==> config.mk <==
export PLATFORM = sky130hd
export DESIGN_NAME = visca_reply_zoom_decoder
export DESIGN_NICKNAME = d
export VERILOG_FILES = /design/src/design/vrzd_pkg.sv /design/src/design/visca_reply_zoom_decoder.sv /design/src/design/vrzd_front.sv /design/src/design/vrzd_back.sv
export SDC_FILE = /design/constraint.sdc
export NUM_CORES = 2
export LEC_CHECK = 0
export BUFFER_PORTS_ARGS = -buffer_cell sky130_fd_sc_hd__buf_2
export CAP_MARGIN = 20
export CORE_UTILIZATION = 65
export CTS_BUF_LIST = sky130_fd_sc_hd__clkbuf_8
export CTS_CLUSTER_DIAMETER = 120
export DETAILED_ROUTE_END_ITERATION = 16
export GPL_TIMING_DRIVEN = 1
export PLACE_DENSITY = 0.87
export RECOVER_POWER = 50
export SLEW_MARGIN = 20
export SYNTH_ARGS = -nofsm -noshare
export SYNTH_HDL_FRONTEND = slang
export SYNTH_HIERARCHICAL = 1
export SYNTH_SLANG_ARGS = --single-unit
export TNS_END_PERCENT = 5
==> constraint.sdc <==
create_clock -name clk -period 12.8 [get_ports clk]
set_input_delay 0.64 -clock clk [delete_from_list [all_inputs] [get_ports clk]]
set_output_delay 0.64 -clock clk [all_outputs]
set_load 0.05 [all_outputs]
==> src/design/vrzd_pkg.sv <==
`timescale 1ns / 1ps
package vrzd_pkg;
  localparam int MaxCurvePoints = 12;
  localparam int NumCfgRegs = 8;

  typedef enum logic [1:0] {
    KIND_ACK  = 2'd0,
    KIND_COMP = 2'd1,
    KIND_POS  = 2'd2,
    KIND_ERR  = 2'd3
  } kind_t;

  typedef enum logic [2:0] {
    CFG_TARGET_ID = 3'd0,
    CFG_COUNT     = 3'd1,
    CFG_POS_LOW   = 3'd2,
    CFG_POS_MID   = 3'd3,
    CFG_POS_HIGH  = 3'd4,
    CFG_MAG_LOW   = 3'd5,
    CFG_MAG_MID   = 3'd6,
    CFG_MAG_HIGH  = 3'd7
  } cfg_idx_t;

  typedef enum logic [2:0] {
    ST_IDLE,
    ST_SCAN,
    ST_DIV,
    ST_MUL,
    ST_OUT
  } back_state_t;

  typedef struct packed {
    logic [1:0]  kind;
    logic [3:0]  low_nibble;
    logic [15:0] zoom_position;
  } job_t;

  localparam logic [7:0] HeadByte  = 8'h90;
  localparam logic [7:0] TailByte  = 8'hFF;
  localparam logic [3:0] HiAck     = 4'h4;
  localparam logic [3:0] HiComp    = 4'h5;
  localparam logic [3:0] HiErr     = 4'h6;
endpackage

==> src/design/visca_reply_zoom_decoder.sv <==
`timescale 1ns / 1ps
// acks, completions and errors: back goes from idle straight to the output state
// position replies: up to 11 curve scan steps, then 1 multiply, 32 divide steps to interpolate
// throughput: one byte per cycle while the result queue has room, else input stalls
// reset: synchronous active-low rst_n clears packet state, queue and registers to defaults
module visca_reply_zoom_decoder #(
  parameter int MAX_CURVE_POINTS = vrzd_pkg::MaxCurvePoints
) (
  input  logic        clk,
  input  logic        rst_n,
  input  logic        in_tvalid,
  output logic        in_tready,
  input  logic [15:0] in_tdata,  // data_byte, source_id
  input  logic        in_tlast,
  output logic        out_tvalid,
  input  logic        out_tready,
  output logic [39:0] out_tdata, // reply_kind, low_nibble, zoom_position, magnification
  input  logic        cfg_valid,
  output logic        cfg_ready,
  input  logic [2:0]  cfg_index,
  input  logic [63:0] cfg_data
);
  logic [7:0]  tid_r;
  logic [3:0]  cnt_r;
  logic [191:0] pos_r, mag_r;
  logic        job_valid, job_ready;
  vrzd_pkg::job_t job;
  logic [39:0] raw;

  assign cfg_ready = 1'b1;

  always_ff @(posedge clk) begin
    if (!rst_n) begin
      tid_r <= 8'd11;
      cnt_r <= 4'd10;
      pos_r <= {64'd1073757825, 64'd4351948069680263595, 64'd2938356911949873152};
      mag_r <= {64'd167774464, 64'd576468448985482496, 64'd288233674720149760};
    end else if (cfg_valid) begin
      unique case (vrzd_pkg::cfg_idx_t'(cfg_index))
        vrzd_pkg::CFG_TARGET_ID: tid_r <= cfg_data[7:0];
        vrzd_pkg::CFG_COUNT:     cnt_r <= cfg_data[3:0];
        vrzd_pkg::CFG_POS_LOW:   pos_r[63:0] <= cfg_data;
        vrzd_pkg::CFG_POS_MID:   pos_r[127:64] <= cfg_data;
        vrzd_pkg::CFG_POS_HIGH:  pos_r[191:128] <= cfg_data;
        vrzd_pkg::CFG_MAG_LOW:   mag_r[63:0] <= cfg_data;
        vrzd_pkg::CFG_MAG_MID:   mag_r[127:64] <= cfg_data;
        vrzd_pkg::CFG_MAG_HIGH:  mag_r[191:128] <= cfg_data;
        default: ;
      endcase
    end
  end

  vrzd_front u_front (
    .clk, .rst_n,
    .in_valid(in_tvalid), .in_ready(in_tready),
    .data_byte(in_tdata[7:0]), .source_id(in_tdata[15:8]), .end_of_packet(in_tlast),
    .target_id(tid_r),
    .job_valid, .job_ready, .job
  );

  vrzd_back #(.MAX_CURVE_POINTS(MAX_CURVE_POINTS)) u_back (
    .clk, .rst_n, .job_valid, .job_ready, .job,
    .point_count(cnt_r),
    .pos_flat(pos_r[MAX_CURVE_POINTS*16-1:0]),
    .mag_flat(mag_r[MAX_CURVE_POINTS*16-1:0]),
    .out_tvalid, .out_tready, .out_tdata(raw)
  );

  assign out_tdata = {raw[39:6], raw[5:2], raw[1:0]};
endmodule

==> src/design/vrzd_front.sv <==
`timescale 1ns / 1ps
module vrzd_front (
  input  logic              clk,
  input  logic              rst_n,
  input  logic              in_valid,
  output logic              in_ready,
  input  logic [7:0]        data_byte,
  input  logic [7:0]        source_id,
  input  logic              end_of_packet,
  input  logic [7:0]        target_id,
  output logic              job_valid,
  input  logic              job_ready,
  output vrzd_pkg::job_t    job
);
  logic [3:0]  cnt_r;
  logic        match_r;
  logic        head_r;
  logic [7:0]  second_r;
  logic        clean_r;
  logic [15:0] acc_r;
  logic        q_valid_r;
  vrzd_pkg::job_t q_r;

  logic        fire;
  logic [3:0]  len;
  logic        m_v, h_v, c_v;
  logic [7:0]  s_v;
  logic [15:0] a_v;
  logic        emit;
  vrzd_pkg::job_t j_v;

  assign in_ready  = !q_valid_r || job_ready;
  assign fire      = in_valid && in_ready;
  assign job_valid = q_valid_r;
  assign job       = q_r;

  always_comb begin
    m_v = match_r;
    h_v = head_r;
    s_v = second_r;
    c_v = clean_r;
    a_v = acc_r;
    if (cnt_r == 4'd0) begin
      m_v = (source_id == target_id);
      h_v = (data_byte == vrzd_pkg::HeadByte);
    end else if (cnt_r == 4'd1) begin
      s_v = data_byte;
    end else if (cnt_r <= 4'd5) begin
      if (data_byte[7:4] != 4'd0) c_v = 1'b0;
      a_v = {acc_r[11:0], data_byte[3:0]};
    end
    len = (cnt_r == 4'd15) ? cnt_r : cnt_r + 4'd1;
    emit = 1'b0;
    j_v.kind = vrzd_pkg::KIND_ACK;
    j_v.low_nibble = s_v[3:0];
    j_v.zoom_position = 16'd0;
    if (m_v && len >= 4'd3 && h_v && data_byte == vrzd_pkg::TailByte) begin
      priority if (s_v[7:4] == vrzd_pkg::HiAck) begin
        emit = 1'b1;
      end else if (s_v[7:4] == vrzd_pkg::HiComp && len == 4'd3) begin
        emit = 1'b1;
        j_v.kind = vrzd_pkg::KIND_COMP;
      end else if (s_v[7:4] == vrzd_pkg::HiComp && len == 4'd7 && c_v) begin
        emit = 1'b1;
        j_v.kind = vrzd_pkg::KIND_POS;
        j_v.zoom_position = a_v;
      end else if (s_v[7:4] == vrzd_pkg::HiErr) begin
        emit = 1'b1;
        j_v.kind = vrzd_pkg::KIND_ERR;
      end else begin
        emit = 1'b0;
      end
    end
  end

  always_ff @(posedge clk) begin
    if (!rst_n) begin
      cnt_r <= '0;
      match_r <= 1'b0;
      head_r <= 1'b0;
      second_r <= '0;
      clean_r <= 1'b1;
      acc_r <= '0;
      q_valid_r <= 1'b0;
    end else begin
      if (fire && end_of_packet && emit) q_valid_r <= 1'b1;
      else if (job_ready) q_valid_r <= 1'b0;
      if (fire) begin
        if (end_of_packet) begin
          cnt_r <= '0;
          match_r <= 1'b0;
          head_r <= 1'b0;
          second_r <= '0;
          clean_r <= 1'b1;
          acc_r <= '0;
        end else begin
          cnt_r <= len;
          match_r <= m_v;
          head_r <= h_v;
          second_r <= s_v;
          clean_r <= c_v;
          acc_r <= a_v;
        end
      end
    end
  end

  always_ff @(posedge clk) begin
    if (fire && end_of_packet && emit) q_r <= j_v;
  end
endmodule

==> src/design/vrzd_back.sv <==
`timescale 1ns / 1ps
module vrzd_back #(
  parameter int MAX_CURVE_POINTS = vrzd_pkg::MaxCurvePoints
) (
  input  logic                          clk,
  input  logic                          rst_n,
  input  logic                          job_valid,
  output logic                          job_ready,
  input  vrzd_pkg::job_t                job,
  input  logic [3:0]                    point_count,
  input  logic [MAX_CURVE_POINTS*16-1:0] pos_flat,
  input  logic [MAX_CURVE_POINTS*16-1:0] mag_flat,
  output logic                          out_tvalid,
  input  logic                          out_tready,
  output logic [39:0]                   out_tdata
);
  localparam int IW = $clog2(MAX_CURVE_POINTS);

  vrzd_pkg::back_state_t st_r, st_nxt;
  vrzd_pkg::job_t job_r;
  logic [15:0] mag_r;
  logic [IW-1:0] idx_r;
  logic [IW-1:0] last_idx;
  logic [15:0] p0, p1, m0, m1, pl, ml, pf, mf;
  logic [15:0] zp;
  logic [15:0] num_r, rem_r, den_r;
  logic [15:0] q_r;
  logic [15:0] q_step;
  logic [4:0] bit_r;
  logic neg_r;
  logic [15:0] pdiff_r;
  logic [17:0] trial;
  logic [31:0] dividend_r;
  logic [15:0] out_mag;

  always_comb begin
    if (point_count < 4'd2) last_idx = IW'(1);
    else if (32'(point_count) > MAX_CURVE_POINTS) last_idx = IW'(MAX_CURVE_POINTS - 1);
    else last_idx = IW'(point_count - 4'd1);
  end

  assign zp = job_r.zoom_position;
  assign pf = pos_flat[15:0];
  assign mf = mag_flat[15:0];
  assign pl = pos_flat[16*last_idx +: 16];
  assign ml = mag_flat[16*last_idx +: 16];
  assign p0 = pos_flat[16*idx_r +: 16];
  assign p1 = pos_flat[16*(IW'(idx_r + IW'(1))) +: 16];
  assign m0 = mag_flat[16*idx_r +: 16];
  assign m1 = mag_flat[16*(IW'(idx_r + IW'(1))) +: 16];
  assign trial  = {1'b0, rem_r, dividend_r[31]} - {2'b00, den_r};
  assign q_step = {q_r[14:0], !trial[17]};

  assign job_ready  = (st_r == vrzd_pkg::ST_IDLE);
  assign out_tvalid = (st_r == vrzd_pkg::ST_OUT);
  assign out_mag    = (job_r.kind == vrzd_pkg::KIND_POS) ? mag_r : 16'd0;
  assign out_tdata  = {2'b00, out_mag, job_r.zoom_position, job_r.low_nibble, job_r.kind};

  always_comb begin
    st_nxt = st_r;
    unique case (st_r)
      vrzd_pkg::ST_IDLE: if (job_valid) begin
        st_nxt = (job.kind == vrzd_pkg::KIND_POS) ? vrzd_pkg::ST_SCAN : vrzd_pkg::ST_OUT;
      end
      vrzd_pkg::ST_SCAN: begin
        if (zp <= pf || zp >= pl) st_nxt = vrzd_pkg::ST_OUT;
        else if (zp >= p0 && zp <= p1) begin
          st_nxt = (p1 == p0) ? vrzd_pkg::ST_OUT : vrzd_pkg::ST_MUL;
        end else if (IW'(idx_r + IW'(1)) >= last_idx) st_nxt = vrzd_pkg::ST_OUT;
      end
      vrzd_pkg::ST_MUL: st_nxt = vrzd_pkg::ST_DIV;
      vrzd_pkg::ST_DIV: if (bit_r == 5'd0) st_nxt = vrzd_pkg::ST_OUT;
      vrzd_pkg::ST_OUT: if (out_tready) st_nxt = vrzd_pkg::ST_IDLE;
      default: st_nxt = vrzd_pkg::ST_IDLE;
    endcase
  end

  always_ff @(posedge clk) begin
    if (!rst_n) st_r <= vrzd_pkg::ST_IDLE;
    else st_r <= st_nxt;
  end

  always_ff @(posedge clk) begin
    unique case (st_r)
      vrzd_pkg::ST_IDLE: begin
        job_r <= job;
        idx_r <= '0;
        mag_r <= 16'd0;
      end
      vrzd_pkg::ST_SCAN: begin
        if (zp <= pf) mag_r <= mf;
        else if (zp >= pl) mag_r <= ml;
        else if (zp >= p0 && zp <= p1) begin
          pdiff_r <= zp - p0;
          neg_r <= (m1 < m0);
          num_r <= (m1 < m0) ? (m0 - m1) : (m1 - m0);
          den_r <= p1 - p0;
          mag_r <= m0;
        end else if (IW'(idx_r + IW'(1)) >= last_idx) mag_r <= ml;
        else idx_r <= IW'(idx_r + IW'(1));
      end
      vrzd_pkg::ST_MUL: begin
        dividend_r <= 32'(pdiff_r) * 32'(num_r);
        rem_r <= '0;
        q_r <= '0;
        bit_r <= 5'd31;
      end
      vrzd_pkg::ST_DIV: begin
        rem_r <= trial[17] ? {rem_r[14:0], dividend_r[31]} : trial[15:0];
        q_r <= q_step;
        dividend_r <= {dividend_r[30:0], 1'b0};
        bit_r <= bit_r - 5'd1;
        if (bit_r == 5'd0) mag_r <= neg_r ? (mag_r - q_step) : (mag_r + q_step);
      end
      vrzd_pkg::ST_OUT: begin
      end
      default: begin
      end
    endcase
  end
endmodule

* Word level (Yosys, flattened, before mapping)
Cells that the tools add are included.
Word-level totals: word-level logic and storage cells 194, register bits after elaboration 612, input bits 89, output and inout port bits 43
Cells by class: add/sub/neg operators 11, equal/unequal tests 33, $mul 1, reduce and logical (&&, ||, !) cells 38, multiplexer cells 58, shift operators 6, $lt $le $gt $ge 10, bitwise logic cells 4
Operator list (count):
- 192-bit by 9-bit variable part select with 16-bit output | 6
- 16-bit 2-to-1 mux | 13
- 16-bit subtractor | 5
- 32-bit one-hot mux with 2 select lines | 1
- 16-bit one-hot mux with 3 select lines | 1
- 16-bit greater-or-equal comparator | 2
- 16-bit less-or-equal comparator | 2
- 16-bit by 16-bit multiplier with 32-bit output | 1
- 4-bit 2-to-1 mux | 8
- 16-bit one-hot mux with 2 select lines | 1
- 15-bit one-hot mux with 2 select lines | 1
- 3-bit 2-to-1 mux | 8
- 8-bit 2-to-1 mux | 3
- 17-bit by 16-bit subtractor with 18-bit output | 1
- 1-bit 2-to-1 mux | 17
- 16-bit adder | 1
- 16-bit == test | 1
- 4-bit by 3-bit == test with 1-bit output, second input constant | 4
- 8-bit == test, second input constant | 2
- 16-bit less-than comparator | 1
- 2-bit AND reduction | 8
- 3-bit == test, second input constant | 5
- 3-bit one-hot mux with 5 select lines | 1
- 3-bit by 2-bit == test with 1-bit output, second input constant | 4
- 37 further kinds | 64

* Depth between registers and ports, before layout
depth after elaboration 12, gate-level depth with buffers 26, gate-level depth less buffers 24

* Cells and area by module
Netlist, hierarchy kept.
By module, submodules not included:
- vrzd_back | sequential area each 4834.6 um2, cells an instance 3207, instances 1, area each 29453.2 um2
- visca_reply_zoom_decoder | sequential area each 7927.6 um2, cells an instance 1414, instances 1, area each 14816.7 um2
- vrzd_front | sequential area each 1301.2 um2, cells an instance 253, instances 1, area each 2801.4 um2

* Least setup slack after synthesis
No wires, ideal clock.
path kind register to register, start register u_back.idx_r[0], end register u_back.den_r[0], enable pin, buffers on the path 5, slack 6506 ps, data arrival time 5838 ps, stages on the path, launching flop included 18, setup time 456 ps, period minus slack after synthesis 6294 ps, required time 12344 ps, path through edfxtp_1 buf_2 buf_6 buf_2 buf_1 buf_2 mux4_2 mux2i_1 o21ai_0 ha_1 fa_1 nor2b_1 o21ai_0 nand2b_1 a21oi_1 o221ai_1 o211ai_1 nor2_1
On the way: longest elaborated chain between the ends 5, elaborated cells between the ends (all ways) 7, classes of those cells add/sub (1); order compare (2); shift (2); reduce/logical (2)
RTL lines:
- from (decl) | RTL line vrzd_back.sv:22 | logic [IW-1:0] idx_r;
- from (signal assigned) | RTL line vrzd_back.sv:100 | else idx_r <= IW'(idx_r + IW'(1));
- 4-bit by 1-bit adder with 4-bit output | RTL line vrzd_back.sv:48 | assign p1 = pos_flat[16*(IW'(idx_r + IW'(1))) +: 16];
- 192-bit by 9-bit variable part select with 16-bit output | RTL line vrzd_back.sv:48
- 16-bit less-or-equal comparator | RTL line vrzd_back.sv:93 | else if (zp >= p0 && zp <= p1) begin
- 1-bit logical AND (*) | RTL line vrzd_back.sv:93
- 4-bit AND reduction (no line) (*)
- to (signal assigned) | RTL line vrzd_back.sv:97 | den_r <= p1 - p0;
- to (decl) | RTL line vrzd_back.sv:26 | logic [15:0] num_r, rem_r, den_r;
Every way passes the cells marked *; elsewhere a longest branch is shown, timed or not. A chain may end at the register's enable or synchronous reset.

* Worst setup path in the final report
start register u_back.idx_r[0], end register u_back.num_r[15] (data pin)
On the way: longest elaborated chain between the ends 4, elaborated cells between the ends (all ways) 7, classes of those cells add/sub (3); order compare (1); shift (2); mux (1)
RTL lines:
- 4-bit by 1-bit adder with 4-bit output | RTL line vrzd_back.sv:50 | assign m1 = mag_flat[16*(IW'(idx_r + IW'(1))) +: 16];
- 192-bit by 9-bit variable part select with 16-bit output | RTL line vrzd_back.sv:50
- 16-bit subtractor / 16-bit less-than comparator (equally long branches) | RTL line vrzd_back.sv:96 | num_r <= (m1 < m0) ? (m0 - m1) : (m1 - m0);
- 16-bit 2-to-1 mux (*) | RTL line vrzd_back.sv:96
- to (signal assigned) | RTL line vrzd_back.sv:96
- to (decl) | RTL line vrzd_back.sv:26
Marked as above.

==> impl_metrics.env <==
export IMPL_synthXorXnorAreaFrac=0.02214
export IMPL_fin_nets=5379
export IMPL_postRouteAntennaNets=0
export IMPL_totalWireLength_um=140700
export IMPL_path_cells="clkbuf_1 -> nand3_1 -> xor2_4 -> buf_4 -> mux2i_1 -> o21a_1 -> ha_1 -> a21oi_1 -> o21ai_1 -> a21oi_1 -> o221a_2 -> o21ai_1 -> a21o_1 -> inv_1 -> a221o_1 -> a32oi_2 -> xnor2_1"
export IMPL_clk_latency_ns=0.78
export IMPL_wl_per_cell_um=23.98
export IMPL_power_density_mw_per_mm2=85.62
export IMPL_yosysWarnings=6
export IMPL_cts_hold_buf=0
export IMPL_drc=0
export IMPL_grt_pass1_wl_um=215800
export IMPL_synth_seq_area_share=0.2988
export IMPL_fp_coreArea_mm2=0.07161
export IMPL_grt_total_usage=0.3782
export IMPL_final_setup_viol_count=0
export IMPL_cts_resized=0
export IMPL_clock_sinks=612
export IMPL_synth_edf_count=181
export IMPL_initial_core_util=0.6573
export IMPL_area_growth_pct=6.199
export IMPL_cts_clk_slew_worst_paths_ns=0.06
export IMPL_worstPathMaxFanout=46
export IMPL_hold_ws_ns=0.1346
export IMPL_syn_cell_area_mm2=0.04707
export IMPL_fp_dieArea_mm2=0.07350
export IMPL_worst_hold_path_type="in -> reg"
export IMPL_final_cell_mix="nand2_1 (900), mux2i_1 (504), dfxtp_1 (431), inv_1 (373), ha_1 (256)"
export IMPL_post_route_period_util=0.7174
export IMPL_dp_hpwl_um=98560
export IMPL_root_buffer="clkbuf_8"
export IMPL_cp_end_kind="flip-flop"
export IMPL_holdPathStages=3
export IMPL_skew_ns=0.06971
export IMPL_synth_mux_area_frac=0.2158
export IMPL_die_h_um=271.1
export IMPL_synth_top_area_frac=0.1833
export IMPL_finalCriticalPeriod_ns=9.183
export IMPL_cp_arrival_ns=9.65
export IMPL_syn_inst=4874
export IMPL_synth_top_family_by_area="multiplexers"
export IMPL_slew_headroom=-2.932
export IMPL_critical_path_class="reg -> reg"
export IMPL_max_stage_delay_ns=2.41
export IMPL_htree_levels=3
export IMPL_r2r_end="u_back/num_r[15]"
export IMPL_rsz0062_at_grt="false"
export IMPL_cts_buffers=101
export IMPL_outcome="finished with violations"
export IMPL_holdCritStartpoint="cfg_data[5]"
export IMPL_grt_max_degree=228
export IMPL_first_pass_iters=8
export IMPL_crit_buf_inv=3
export IMPL_globalplace_congestion=0.9747
export IMPL_reg2regPathDepth=17
export IMPL_synthFlopType="dfxtp_1"
export IMPL_grt_pass1_vias=38550
export IMPL_synthAdderAreaFrac=0.1534
export IMPL_required_ns=13.27
export IMPL_ys_types=84
export IMPL_slew_viol_final=398
export IMPL_maxCapViolations=7
export IMPL_rows=98
export IMPL_grt_ovfl_total=0
export IMPL_drive_gt1_frac=0.1183
export IMPL_cts_setup_buffers=0
export IMPL_first_iter_violations=4932
export IMPL_final_common_cell="nand2_1"
export IMPL_r2r_start="u_back/idx_r[0]"
export IMPL_clock_path_buffers=3
export IMPL_synth_compound_area_share=0.08628
export IMPL_cts_tree="built"
export IMPL_fmax_ghz=0.1089
export IMPL_finalSetupTns_ns=0
export IMPL_antenna_found_initial=6
export IMPL_synth_simple_gate_area_frac=0.1625
export IMPL_synthArstFlopShare=0
export IMPL_num_vias=39060
export IMPL_holdPathEnd="pos_r[69]"
export IMPL_die_w_um=271.1
export IMPL_violations="capacitance limit, slew limit"
export IMPL_total_leakage_power_nw=21.30
export IMPL_crit_slowest_cell="clkbuf_1"
export IMPL_vias_per_cell=6.660
export IMPL_ir_worst_vdd_v=0.00009275
export IMPL_port_buffers=128
export IMPL_synth_seq_cells=612
export IMPL_syn_avg_cell_area_um2=9.658
export IMPL_hold_violations=0
export IMPL_synth_largest_area_cell="dfxtp_1"
export IMPL_io_pins=132
export IMPL_tightest_slew_ns=5.898
export IMPL_crit_family="buffers and inverters"
export IMPL_synth_area_top_cells="dfxtp_1 (18%), edfxtp_1 (12%), mux2i_1 (11%)"
export IMPL_regToRegSetupSlack_ns=3.62
export IMPL_cp_start_kind="flip-flop"
-- cell families after synthesis --
group,Yosys count
simple gates,1648
xor+xnor,119
fa+ha+maj,457
buf+inv,674
other cells,2
flops,612
mux,736
compound gates,626
-- how the worst max path moves through the flow --
stage	cells after the start	to	start
3_5_place_dp	18	u_back/mag_r[15]	u_back/idx_r[0]
3_3_place_gp	18	u_back/mag_r[15]	u_back/idx_r[0]
6_report	17	u_back/num_r[15]	u_back/idx_r[0]
2_1_floorplan	17	u_back/den_r[0]	u_back/idx_r[0]
5_1_grt	17	u_back/num_r[11]	u_back/idx_r[0]
4_1_cts	18	u_back/mag_r[15]	u_back/idx_r[0]
-- cell type report --
class,count,area [µm²]
multi-input combinational,3589,30260
fill,5080,21620
sequential,612,14060
clock buffer,124,1707
inverter,353,1328
tap,950,1189
timing repair buffer,176,1011
clock inverter,58,424.2
antenna,3,7.507
-- power breakdown --
group          leakage (nW)  switching [W]  total [W]  internal (W)
clock network          1.20       0.000860    0.00183      0.000967
registers              5.15      0.0000322    0.00205       0.00202
logic                  15.0       0.000251   0.000401      0.000150
total                  21.3        0.00114    0.00428       0.00314
-- synthesized netlist by cell type (136+ instances only) --
cell type and count:
nor2b_1 180, mux4_2 222, dfxtp_1 431, clkbuf_1 149
nor2_1 145, nand2_1 901, fa_1 200, ha_1 257
inv_1 350, and2_1 136, edfxtp_1 181, mux2i_1 504
a21oi_1 183
-- layer usage --
layer	up-vias	wire, µm	global-route usage
li1	16880	-	-
met1	18590	48830	0.4576
met2	2846	61940	0.5827
met3	743	18320	0.1112
met4	10	11160	0.2614
met5	-	404	0
-- tightest hold or removal path, cell delays in order --
cell,delay [ns]
buf_2,0.09
nor2b_1,0.04
mux2i_1,0.11
-- registers in the layout, summed over array words and instances, names as in the netlist, 22 cells and up --
signal,cells
u_front/job,22
mag_r,192
pos_r,192
u_back/dividend_r,32
-- through the flow --
step	setup slack, ns	util	cells	cell area (µm²)	power, W
6_report	3.617	0.6981	5865	49990	0.004280
5_1_grt	3.037	0.6980	5863	49980	0.004397
4_1_cts	5.723	0.6987	5861	50030	0.004272
3_5_place_dp	5.759	0.6689	5679	47900	0.002472
3_3_place_gp	5.887	0.6689	5679	47900	0.002462
2_1_floorplan	6.506	-	4875	47080	0.002353
Note: power is estimated with default switching activity, not from simulation.
